**config.mk**
```make
export PLATFORM = sky130hd
export DESIGN_NAME = median_qualified_fan_speed_top
export DESIGN_NICKNAME = d
export VERILOG_FILES = /design/src/hdl/mqfs_pkg.sv /design/src/hdl/mqfs_cell.sv /design/src/hdl/mqfs_chain.sv /design/src/hdl/mqfs_decide.sv /design/src/hdl/median_qualified_fan_speed_top.sv
export SDC_FILE = /design/constraint.sdc
export NUM_CORES = 1
export LEC_CHECK = 0
export BUFFER_PORTS_ARGS = -buffer_cell sky130_fd_sc_hd__buf_2
export CORE_ASPECT_RATIO = 0.9
export CORE_MARGIN = 8
export CORE_UTILIZATION = 40
export DETAILED_ROUTE_END_ITERATION = 16
export PLACE_DENSITY = 0.63
export SLEW_MARGIN = 20
export SYNTH_ARGS = -nofsm -noshare
export SYNTH_HDL_FRONTEND = slang
export SYNTH_HIERARCHICAL = 1
export SYNTH_SLANG_ARGS = --single-unit
```
**constraint.sdc**
```tcl
create_clock -name clk -period 8.33 [get_ports clk]
set_clock_uncertainty 0.1 [all_clocks]
set_input_delay 0.4165 -clock clk [delete_from_list [all_inputs] [get_ports clk]]
set_output_delay 0.4165 -clock clk [all_outputs]
set_load 0.005 [all_outputs]
```
**src/hdl/mqfs_pkg.sv**
```systemverilog
// Shared types, constants and register codes for the median-qualified fan speed block.
package mqfs_pkg;

  localparam int unsigned SamplesDefault = 10;

  localparam int unsigned CodeW   = 10;
  localparam int unsigned EchoW   = 16;
  localparam int unsigned DutyW   = 8;
  localparam int unsigned DistW   = 11;  // full distance, up to 1114 cm
  localparam int unsigned DistOutW = 9;
  localparam int unsigned NearW   = 9;
  localparam int unsigned CfgIdxW = 3;
  localparam int unsigned CfgDataW = 11;

  // Register indexes on the config port
  localparam logic [CfgIdxW-1:0] REG_BAND_LOW  = 3'd0;
  localparam logic [CfgIdxW-1:0] REG_BAND_MID  = 3'd1;
  localparam logic [CfgIdxW-1:0] REG_BAND_HIGH = 3'd2;
  localparam logic [CfgIdxW-1:0] REG_OUTLIER   = 3'd3;
  localparam logic [CfgIdxW-1:0] REG_NEAR      = 3'd4;
  localparam logic [CfgIdxW-1:0] REG_MAX       = 3'd5;

  // Reset values
  localparam logic [CodeW-1:0] BAND_LOW_RST  = 10'd144;
  localparam logic [CodeW-1:0] BAND_MID_RST  = 10'd154;
  localparam logic [CodeW-1:0] BAND_HIGH_RST = 10'd164;
  localparam logic [CodeW-1:0] OUTLIER_RST   = 10'd11;
  localparam logic [NearW-1:0] NEAR_RST      = 9'd50;
  localparam logic [DistW-1:0] MAX_RST       = 11'd300;

  // Duty levels
  localparam logic [DutyW-1:0] DUTY_OFF  = 8'd0;
  localparam logic [DutyW-1:0] DUTY_LOW  = 8'd80;
  localparam logic [DutyW-1:0] DUTY_MID  = 8'd160;
  localparam logic [DutyW-1:0] DUTY_FULL = 8'd255;

  // floor(echo*17/1000) == (echo * DIST_MULT) >> DIST_SHIFT for all 16-bit echo
  localparam int unsigned DistShift = 26;
  localparam int unsigned MultW     = 21;
  localparam logic [MultW-1:0] DIST_MULT = 21'd1140851;
  localparam int unsigned ProdW     = EchoW + MultW;

  localparam logic [DistW-1:0] DIST_SAT = 11'd511;

  typedef struct packed {
    logic [CodeW-1:0] band_low;
    logic [CodeW-1:0] band_mid;
    logic [CodeW-1:0] band_high;
    logic [CodeW-1:0] outlier;
    logic [NearW-1:0] near_cm;
    logic [DistW-1:0] max_cm;
  } mqfs_cfg_t;

  // Value and "goes after the new code" flag handed from one cell to the next
  typedef struct packed {
    logic [CodeW-1:0] val;
    logic             gt;
  } mqfs_link_t;

  typedef struct packed {
    logic [DutyW-1:0]    duty;
    logic [CodeW-1:0]    temp;
    logic [DistOutW-1:0] dist_cm;
    logic                err;
  } mqfs_res_t;

endpackage

```
**src/hdl/mqfs_cell.sv**
```systemverilog
// One cell of the sorted insertion chain.
module mqfs_cell import mqfs_pkg::*; #(
  parameter int unsigned IDX  = 0,
  parameter int unsigned CNTW = 4
) (
  input  logic             clk,
  input  logic             ins_en,
  input  logic [CodeW-1:0] code,
  input  logic [CNTW-1:0]  count,
  input  mqfs_link_t       left,
  output mqfs_link_t       right,
  output logic [CodeW-1:0] val_nxt
);

  logic [CodeW-1:0] val_r;
  logic             occ;

  assign occ       = (CNTW'(IDX) < count);
  assign right.val = val_r;
  // empty cells and larger values make way for the new code
  assign right.gt  = !occ || (val_r > code);

  always_comb begin
    if (!right.gt) begin
      val_nxt = val_r;
    end else if (!left.gt) begin
      val_nxt = code;
    end else begin
      val_nxt = left.val;
    end
  end

  always_ff @(posedge clk) begin
    if (ins_en) begin
      val_r <= val_nxt;
    end
  end

endmodule

```
**src/hdl/mqfs_chain.sv**
```systemverilog
// Row of insertion cells holding the sorted codes; taps the median.
module mqfs_chain import mqfs_pkg::*; #(
  parameter int unsigned SAMPLES = SamplesDefault,
  parameter int unsigned CNTW    = $clog2(SAMPLES + 1)
) (
  input  logic             clk,
  input  logic             ins_en,
  input  logic [CodeW-1:0] code,
  input  logic [CNTW-1:0]  count,
  output logic [CodeW-1:0] median_nxt
);

  localparam int unsigned MidIdx = SAMPLES / 2;

  mqfs_link_t       link [SAMPLES+1];
  logic [CodeW-1:0] nxt  [SAMPLES];

  assign link[0] = '{val: '0, gt: 1'b0};

  for (genvar i = 0; i < SAMPLES; i++) begin : g_cell
    mqfs_cell #(
      .IDX  (i),
      .CNTW (CNTW)
    ) u_cell (
      .clk     (clk),
      .ins_en  (ins_en),
      .code    (code),
      .count   (count),
      .left    (link[i]),
      .right   (link[i+1]),
      .val_nxt (nxt[i])
    );
  end

  assign median_nxt = nxt[MidIdx];

endmodule

```
**src/hdl/mqfs_decide.sv**
```systemverilog
// Distance conversion and fan duty decision.
module mqfs_decide import mqfs_pkg::*; (
  input  logic [CodeW-1:0] temp,
  input  logic [EchoW-1:0] echo,
  input  mqfs_cfg_t        cfg,
  output mqfs_res_t        res
);

  logic [ProdW-1:0] prod;
  logic [DistW-1:0] dist_full;
  logic             err;
  logic             near;
  logic [DutyW-1:0] band_duty;

  assign prod      = ProdW'(echo) * ProdW'(DIST_MULT);
  assign dist_full = prod[DistShift +: DistW];
  assign err       = dist_full > cfg.max_cm;
  assign near      = dist_full < DistW'(cfg.near_cm);

  always_comb begin
    priority if (temp < cfg.band_low) begin
      band_duty = DUTY_OFF;
    end else if (temp < cfg.band_mid) begin
      band_duty = DUTY_LOW;
    end else if (temp < cfg.band_high) begin
      band_duty = DUTY_MID;
    end else begin
      band_duty = DUTY_FULL;
    end
  end

  always_comb begin
    res.temp = temp;
    res.err  = err;
    res.duty = (err || near) ? DUTY_OFF : band_duty;
    if (err) begin
      res.dist_cm = '0;
    end else if (dist_full > DIST_SAT) begin
      res.dist_cm = DIST_SAT[DistOutW-1:0];
    end else begin
      res.dist_cm = dist_full[DistOutW-1:0];
    end
  end

endmodule

```
**src/hdl/median_qualified_fan_speed_top.sv**
```systemverilog
// Median-qualified fan speed controller: top level with config registers and output stage.
//
// Takes one beat per clock while in_stall is low. A beat that yields a result shows it
// on the out_ side in the cycle after it is taken, held in an output register; while that
// register is full and stalled, in_stall is raised. Each beat taken while gathering is
// inserted into the sorted insertion chain of SAMPLES cells as it is taken.
// At start and after every outlier, SAMPLES beats are gathered without a result; the
// last of them returns the median. Later beats whose code stays within outlier_delta
// of that median return a result directly; an outlier beat returns nothing and starts
// a new gather. Config writes are always taken (cfg_ready high) and belong in idle time.
module median_qualified_fan_speed_top import mqfs_pkg::*; #(
  parameter int unsigned SAMPLES = SamplesDefault
) (
  input  logic                clk,
  input  logic                rst_n,
  input  logic                in_valid,
  output logic                in_stall,
  input  logic [CodeW-1:0]    in_adc_sample,
  input  logic [EchoW-1:0]    in_echo_time,
  output logic                out_valid,
  input  logic                out_stall,
  output logic [DutyW-1:0]    out_fan_duty,
  output logic [CodeW-1:0]    out_temperature_code,
  output logic [DistOutW-1:0] out_distance_cm,
  output logic                out_distance_error,
  input  logic                cfg_valid,
  output logic                cfg_ready,
  input  logic [CfgIdxW-1:0]  cfg_index,
  input  logic [CfgDataW-1:0] cfg_data
);

  localparam int unsigned CntW = $clog2(SAMPLES + 1);

  mqfs_cfg_t        cfg_r;
  logic             gathering_r, gathering_nxt;
  logic [CntW-1:0]  count_r, count_nxt;
  logic [CodeW-1:0] last_valid_r, last_valid_nxt;
  logic             out_valid_r, out_valid_nxt;
  mqfs_res_t        out_r;

  logic             in_acc;
  logic             ins_en;
  logic [CodeW-1:0] median_nxt;
  logic [CodeW-1:0] diff;
  logic [CntW-1:0]  count_inc;
  logic             gather_done;
  logic             res_en;
  logic [CodeW-1:0] temp_sel;
  mqfs_res_t        res;

  assign cfg_ready = 1'b1;
  assign in_stall  = out_valid_r && out_stall;
  assign in_acc    = in_valid && !in_stall;
  assign ins_en    = in_acc && gathering_r;

  always_ff @(posedge clk) begin
    if (!rst_n) begin
      cfg_r.band_low  <= BAND_LOW_RST;
      cfg_r.band_mid  <= BAND_MID_RST;
      cfg_r.band_high <= BAND_HIGH_RST;
      cfg_r.outlier   <= OUTLIER_RST;
      cfg_r.near_cm   <= NEAR_RST;
      cfg_r.max_cm    <= MAX_RST;
    end else if (cfg_valid && cfg_ready) begin
      unique case (cfg_index)
        REG_BAND_LOW:  cfg_r.band_low  <= cfg_data[CodeW-1:0];
        REG_BAND_MID:  cfg_r.band_mid  <= cfg_data[CodeW-1:0];
        REG_BAND_HIGH: cfg_r.band_high <= cfg_data[CodeW-1:0];
        REG_OUTLIER:   cfg_r.outlier   <= cfg_data[CodeW-1:0];
        REG_NEAR:      cfg_r.near_cm   <= cfg_data[NearW-1:0];
        REG_MAX:       cfg_r.max_cm    <= cfg_data[DistW-1:0];
        default:       ;
      endcase
    end
  end

  mqfs_chain #(
    .SAMPLES (SAMPLES),
    .CNTW    (CntW)
  ) u_chain (
    .clk        (clk),
    .ins_en     (ins_en),
    .code       (in_adc_sample),
    .count      (count_r),
    .median_nxt (median_nxt)
  );

  assign diff = (in_adc_sample > last_valid_r) ? (in_adc_sample - last_valid_r)
                                               : (last_valid_r - in_adc_sample);
  assign count_inc   = count_r + CntW'(1);
  assign gather_done = (count_inc == CntW'(SAMPLES));

  always_comb begin
    gathering_nxt  = gathering_r;
    count_nxt      = count_r;
    last_valid_nxt = last_valid_r;
    res_en         = 1'b0;
    temp_sel       = in_adc_sample;
    if (in_acc) begin
      if (gathering_r) begin
        if (gather_done) begin
          gathering_nxt  = 1'b0;
          count_nxt      = '0;
          last_valid_nxt = median_nxt;
          temp_sel       = median_nxt;
          res_en         = 1'b1;
        end else begin
          count_nxt = count_inc;
        end
      end else if (diff >= cfg_r.outlier) begin
        // outlier: drop it and regather
        gathering_nxt = 1'b1;
        count_nxt     = '0;
      end else begin
        res_en = 1'b1;
      end
    end
  end

  mqfs_decide u_decide (
    .temp (temp_sel),
    .echo (in_echo_time),
    .cfg  (cfg_r),
    .res  (res)
  );

  always_comb begin
    out_valid_nxt = out_valid_r;
    if (res_en) begin
      out_valid_nxt = 1'b1;
    end else if (out_valid_r && !out_stall) begin
      out_valid_nxt = 1'b0;
    end
  end

  always_ff @(posedge clk) begin
    if (!rst_n) begin
      gathering_r  <= 1'b1;
      count_r      <= '0;
      last_valid_r <= '0;
      out_valid_r  <= 1'b0;
    end else begin
      gathering_r  <= gathering_nxt;
      count_r      <= count_nxt;
      last_valid_r <= last_valid_nxt;
      out_valid_r  <= out_valid_nxt;
    end
  end

  always_ff @(posedge clk) begin
    if (res_en) begin
      out_r <= res;
    end
  end

  assign out_valid            = out_valid_r;
  assign out_fan_duty         = out_r.duty;
  assign out_temperature_code = out_r.temp;
  assign out_distance_cm      = out_r.dist_cm;
  assign out_distance_error   = out_r.err;

endmodule

```
==> results of run 1 <==
-- per-layer routing --
metal,vias to the layer above,GRT usage
met5,-,0
met4,0,0.0463
met3,49,0.0194
met2,222,0.258
met1,5881,0.220
li1,6075,-
-- through the flow --
stage	power, W	hold slack [ns]	worst slack, ns	std cells
6_report	0.00450	0.156	0.441	2378
5_1_grt	0.00492	0.167	0.0578	2378
4_1_cts	0.00450	0.140	0.507	2378
3_5_place_dp	0.00362	0.347	0.0910	2346
3_3_place_gp	0.00355	0.343	0.283	2346
2_1_floorplan	0.00300	0.336	0.818	1775
-- cell type report --
class	instances	area [um2]
Fill cell	3980	23400
Clock inverter	15	225
Timing Repair Buffer	85	453
Inverter	326	1220
Sequential cell	164	4160
Tap cell	547	684
Multi-Input combinational cell	1224	10900
Clock buffer	17	425
-- worst reg2reg max path: cells and delay by family (launching register included) --
family	cells	cell delay, ns
AO/OA/AOI/OAI	9	2.24
flip-flops	1	0.41
AND/OR/NAND/NOR	1	0.14
multiplexers	3	0.97
adder cells (fa/ha/maj)	2	0.66
-- registers in the layout, summed over array words and instances (netlist names) --
register,cells
count_r,4
cfg_r,60
last_valid_r,10
out_distance_error,1
u_chain/g_cell.u_cell/val_r,60
out_distance_cm,9
out_temperature_code,10
gathering_r,1
out_valid,1
out_fan_duty,8
-- synthesized netlist by cell type (4+ instances only) --
library cell | instances | share of area
a21oi_2 | 4 | 0.0021
dfxtp_1 | 76 | 0.091
nor2b_1 | 5 | 0.0019
ha_1 | 297 | 0.22
xnor2_1 | 12 | 0.0063
nand3_1 | 43 | 0.013
clkbuf_1 | 23 | 0.0052
and3_1 | 9 | 0.0034
inv_1 | 326 | 0.073
o21a_1 | 10 | 0.0045
buf_2 | 6 | 0.0018
buf_4 | 20 | 0.0090
fa_1 | 93 | 0.11
a211o_1 | 5 | 0.0026
xor2_1 | 5 | 0.0026
a21o_1 | 25 | 0.011
mux2i_1 | 33 | 0.020
nor4_1 | 5 | 0.0019
mux2_4 | 55 | 0.050
o21ai_0 | 75 | 0.023
a211oi_1 | 9 | 0.0041
a2111oi_0 | 5 | 0.0026
and2_1 | 6 | 0.0023
nand4_1 | 14 | 0.0053
a21oi_1 | 110 | 0.033
o21ai_1 | 5 | 0.0015
nor2_1 | 40 | 0.0090
a31oi_1 | 9 | 0.0034
or2_2 | 4 | 0.0015
and4_1 | 7 | 0.0037
nand2_1 | 215 | 0.048
buf_6 | 12 | 0.0081
o211ai_1 | 12 | 0.0054
mux2_2 | 10 | 0.0068
o21ba_2 | 4 | 0.0024
o21bai_1 | 6 | 0.0027
nand2b_1 | 11 | 0.0041
edfxtp_1 | 88 | 0.16
a311oi_1 | 4 | 0.0021
-- worst paths after layout --
path,slack [ns],cells after the start,end,start
worst min-delay path,0.16,3,cfg_r[10]$_SDFFE_PN0P_,cfg_data[10]
worst max-delay path,0.44,30,out_fan_duty[5]$_DFFE_PP_,in_echo_time[12]
worst max register to register,3.53,15,out_fan_duty[5]$_DFFE_PP_,u_chain/g_cell[5].u_cell/val_r[7]$_DFFE_PP_
worst min register to register,0.36,2,cfg_r[14]$_SDFFE_PN0P_,cfg_r[14]$_SDFFE_PN0P_
-- what timing repair did --
action	in CTS	in global routing
gates resized for setup	0	1
setup endpoints to repair	0	4
buffers inserted	0	0
hold buffers	0	0
endpoints found under the hold margin	0	0
-- power groups by stage --
stage | clock network [W] | registers (W) | logic, W
4_1_cts | 0.000881 | 0.000984 | 0.00264
3_5_place_dp | 0 | 0.00100 | 0.00262
6_report | 0.000862 | 0.000985 | 0.00265
2_1_floorplan | 0 | 0.000987 | 0.00201
3_3_place_gp | 0 | 0.000999 | 0.00255
5_1_grt | 0.000906 | 0.000991 | 0.00302
-- cells by family (layout without fill, tap and decap cells) --
group / after synthesis / count (layout) / share of synthesized area
other: 2 / 12 / 0.000450
adder cells (fa/ha/maj): 390 / 390 / 0.334
multiplexers: 101 / 101 / 0.0788
XOR/XNOR: 17 / 17 / 0.00893
AND/OR/NAND/NOR: 384 / 384 / 0.107
flip-flops: 164 / 164 / 0.250
AO/OA/AOI/OAI: 320 / 320 / 0.123
buffers and inverters: 387 / 443 / 0.0975
==> metrics.yaml, run 1 <==
status: "complete, no violations"
design.core.area_um2: 41500
combinationalPowerShare: 0.589
hpwl_um: 30700
fmax_mhz: 127
clk_pin_slew_worst_paths_ns: 0.07
cap_violations: 0
hold_violations: 0
switchingPower_w: 0.00190
clockBufferDepth: 2
ys_seq_area_frac: 0.250
endpoint_kind: "register"
drive_above_1_share: 0.121
cts_buffers: 17
tightest_slew_ns: 0.873
top_layer: "met4"
num_io_pins: 76
cts.htree.levels: 4
min_path_type: "in2reg"
initial_core_util: 0.402
root_buffer: "clkbuf_16"
cts_sinks: 164
crit_type: "in2reg"
met3_length_um: 1260
row_count: 71
crit_arrival_ns: 7.98
slew_viol_final: 0
drtIter0Drc: 698
dominantRegCellSynth: "edfxtp_1"
synth_seq_cells: 164
max_stage_delay_ns: 0.55
synth_edf_count: 88
relSlewSlack: 0.418
path_max_fanout: 13
vias: 12200
crit_required_ns: 8.42
post-route-min-period_ns: 7.89
layout_common_cells: "326 x inv_1, 297 x ha_1, 215 x nand2_1, 110 x a21oi_1, 93 x fa_1"
drc: 0
viasPerCell: 5.14
diodes: 0
die_w_um: 231
crit_buf_inv: 6
area_growth_pct: 8.62
met1_length_um: 18500
detail-route-antenna-nets: 0
antenna_found_initial: 0
cts_tree: "yes"
synthCells: 1765
drtPass1Iterations: 5
critPathSlowestCell: "fa_1"
gp_congestion: 0.900
rsz0062_at_grt: "false"
track_usage: 0.159
final_common_cell: "inv_1"
grt_max_degree: 68
synthDistinctLibCells: 83
cp_top_family: "adder cells"
crit_top_cell: "fa_1"
synth_area_um2: 16700
wl_met2_um: 17600
grt_pass1_vias: 12400
yosysWarnings: 6
setup_tns_ns: 0
peakVddDrop_mv: 0.175
drt-total-wl_um: 38200
setup_violations: 0
p_per_area_nw_per_um2: 248
dieArea_um2: 48500
start_kind: "input port"
p_leak_nw: 9.00
grt_pass1_wl_um: 63300
placedInstanceArea_um2: 17500
design_area_um2: 18100
finalCritPeriodShare: 0.947
die_h_um: 210
utilization: 0.437
grt_overflow_total: 0
ys_async_sr_fraction: 0
power_frac_clock: 0.192
p_int_w: 0.00260
clkLatencyLatePin_ns: 0.43
switching_share: 0.422
avgSynthCellArea_um2: 9.45
seqPwrFrac: 0.219
nets: 2253
wl_per_cell_um: 16.1
port_buffers: 74
No activity file was read; power rests on OpenSTA's default activity.
==> inputs of run 2 (changes only) <==
--- a/config.mk
+++ b/config.mk
@@ -6,4 +6,5 @@
 export NUM_CORES = 1
 export LEC_CHECK = 0
+export ABC_CLOCK_PERIOD_IN_PS = 8330
 export BUFFER_PORTS_ARGS = -buffer_cell sky130_fd_sc_hd__buf_2
 export CORE_ASPECT_RATIO = 0.9
==> constraint.sdc (replaced) <==
create_clock -name clk -period 8.33 [get_ports clk]
set_clock_uncertainty 0.1 [all_clocks]
set_input_delay 2.0825 -clock clk [delete_from_list [all_inputs] [get_ports clk]]
set_output_delay 2.0825 -clock clk [all_outputs]
set_load 0.005 [all_outputs]
==> run 2 against run 1 <==
Effect of this change:
- the run now ends with setup timing left
- critical path depth shrank 1
- utilization grew 2.7 points
- fmax shrank 7.4%
- wire length grew 5.5%
- largest cell class unchanged
==> metrics.yaml, run 2 (synthesis gave the netlist of run 1 again) <==
multiInputGateArea_um2: 11200  # +2.7%
hold_ws_ns: 0.356  # +0.201 ns
cts.htree.levels: 4  # unchanged
cts_sinks: 164  # unchanged
wl_per_cell_um: 16.2  # +0.63%
cts_buffers: 17  # unchanged
status: "finished, violations left"
slew_viol_final: 0  # unchanged
violations: "setup timing"
max_stage_delay_ns: 0.60  # +0.05 ns
viasPerCell: 5.06  # -1.6%
num_io_pins: 76  # unchanged
tightest_slew_ns: 0.868  # -0.00578 ns
die_h_um: 210  # unchanged
clockBufferDepth: 2  # unchanged
drc: 0  # unchanged
cap_violations: 0  # unchanged
antenna_found_initial: 0  # unchanged
clkLatencyLatePin_ns: 0.44  # about the same
path_max_fanout: 8  # -5
die_w_um: 231  # unchanged
top_regs: "cfg_r x60, u_chain/g_cell.u_cell/val_r x60"
min_path_type: "reg2reg"
finalCritPeriodShare: 1.02  # +0.0753
dieArea_um2: 48500  # unchanged
grt_pass1_wl_um: 67000  # +5.9%
vias: 12600  # +3.2%
drt-total-wl_um: 40300  # +5.5%
design.core.area_um2: 41500  # unchanged
grt_pass1_vias: 13000  # +5.1%
initial_core_util: 0.402  # unchanged
root_buffer: "clkbuf_16"
relSlewSlack: 0.422  # +0.00385
crit_arrival_ns: 8.58  # +0.60 ns
cts_tree: "yes"
grt_max_degree: 67  # -1.5%
layout_common_cells: "316 x inv_1, 287 x ha_1, 214 x nand2_1, 126 x buf_4, 104 x a21oi_1"
diodes: 0  # unchanged
utilization: 0.464  # +0.0275
detail-route-antenna-nets: 0  # unchanged
post-route-min-period_ns: 8.52  # +0.627 ns
endpoint_kind: "register"
setup_violations: 18  # +18
row_count: 71  # unchanged
fmax_mhz: 117  # -7.4%
drtPass1Iterations: 5  # unchanged
fin_ws_ns: -0.186  # -0.627 ns
crit_type: "in2reg"
hold_violations: 0  # unchanged
peakVddDrop_mv: 0.199  # +14%
port_buffers: 74  # unchanged
cp_top_family: "adder cells"
seq_area_um2: 4160  # unchanged
hold_buffers: 0  # unchanged
p_per_area_nw_per_um2: 270  # +8.7%
start_kind: "input port"
crit_required_ns: 8.40  # -0.02 ns
p_leak_nw: 9.55  # +6.2%
nets: 2369  # +5.1%
critPathSlowestCell: "fa_1"
area_growth_pct: 15.5
fill_cells: 3842  # -3.5%
track_usage: 0.168  # +0.00911
grt_overflow_total: 0  # unchanged
final_common_cell: "inv_1"
drive_above_1_share: 0.196  # +0.0755
rsz0062_at_grt: "true"
hpwl_um: 32700  # +6.5%
crit_buf_inv: 8  # +2
drtIter0Drc: 715  # +2.4%
clk_pin_slew_worst_paths_ns: 0.07  # about the same
gp_congestion: 0.869  # -3.5%
run 2: cell types whose count changed in the layout (fill, tap and decap cells not counted), sizes merged:
cell | before | now
bufinv | 4 | 0
inv | 329 | 336
buf | 85 | 201
clkinv | 7 | 1
clkinvlp | 1 | 4
run 2: area by class of cell:
type	count	area share
multi-input cells	1224	0.584
flip-flops and latches	164	0.216
repair buffers	201	0.0708
inverters	326	0.0638
well taps	547	0.0355
clock buffers	17	0.0221
clock inverters	15	0.00793
run 2: layer usage:
metal	global-route usage	share of wire	vias up	wire [um]
met3	0.0180	0.030	49	1190
met4	0.0517	0.021	0	837
met1	0.229	0.48	6045	19300
met5	0	0	-	0
met2	0.277	0.47	210	18900
li1	-	-	6310	-
run 2: worst min-delay path: stages (launching register included):
cell     delay (ns)
dfxtp_1        0.31
nand2_1        0.05
a21oi_1        0.05
run 2: final timing paths:
path                                    end  slack (ns)                                         from  cells after the start
hold / removal       cfg_r[55]$_SDFFE_PN0P_        0.36                       cfg_r[55]$_SDFFE_PN0P_                      2
setup reg to reg  out_fan_duty[2]$_DFFE_PP_        3.49  u_chain/g_cell[4].u_cell/val_r[9]$_DFFE_PP_                     17
setup / recovery  out_fan_duty[2]$_DFFE_PP_       -0.19                             in_echo_time[11]                     29
hold reg to reg      cfg_r[55]$_SDFFE_PN0P_        0.36                       cfg_r[55]$_SDFFE_PN0P_                      2
run 2: power breakdown:
group          leakage, nW  internal, W  switching [W]
logic                 7.81      0.00167        0.00176
registers             1.46     0.000942      0.0000433
clock network        0.277     0.000402       0.000382
run 2: repair_timing:
item,4_1_cts,5_1_grt
gates resized for setup,17,22
pin swaps,34,23
buffers inserted,7,2
endpoints found under the setup margin,18,18
run 2: through the flow:
step / cells / power (W) / cell area (um2) / TNS, ns / setup WS, ns
finish: 2494 / 0.00520 / 19300 / -2.64 / -0.186
detailed placement: 2453 / 0.00422 / 18500 / -13.25 / -0.764
CTS: 2492 / 0.00511 / 19200 / -1.36 / -0.114
global route: 2494 / 0.00568 / 19300 / -6.39 / -0.418
floorplan: 1775 / 0.00316 / 16900 / -3.30 / -0.283
global placement: 2453 / 0.00412 / 18500 / -11.81 / -0.688
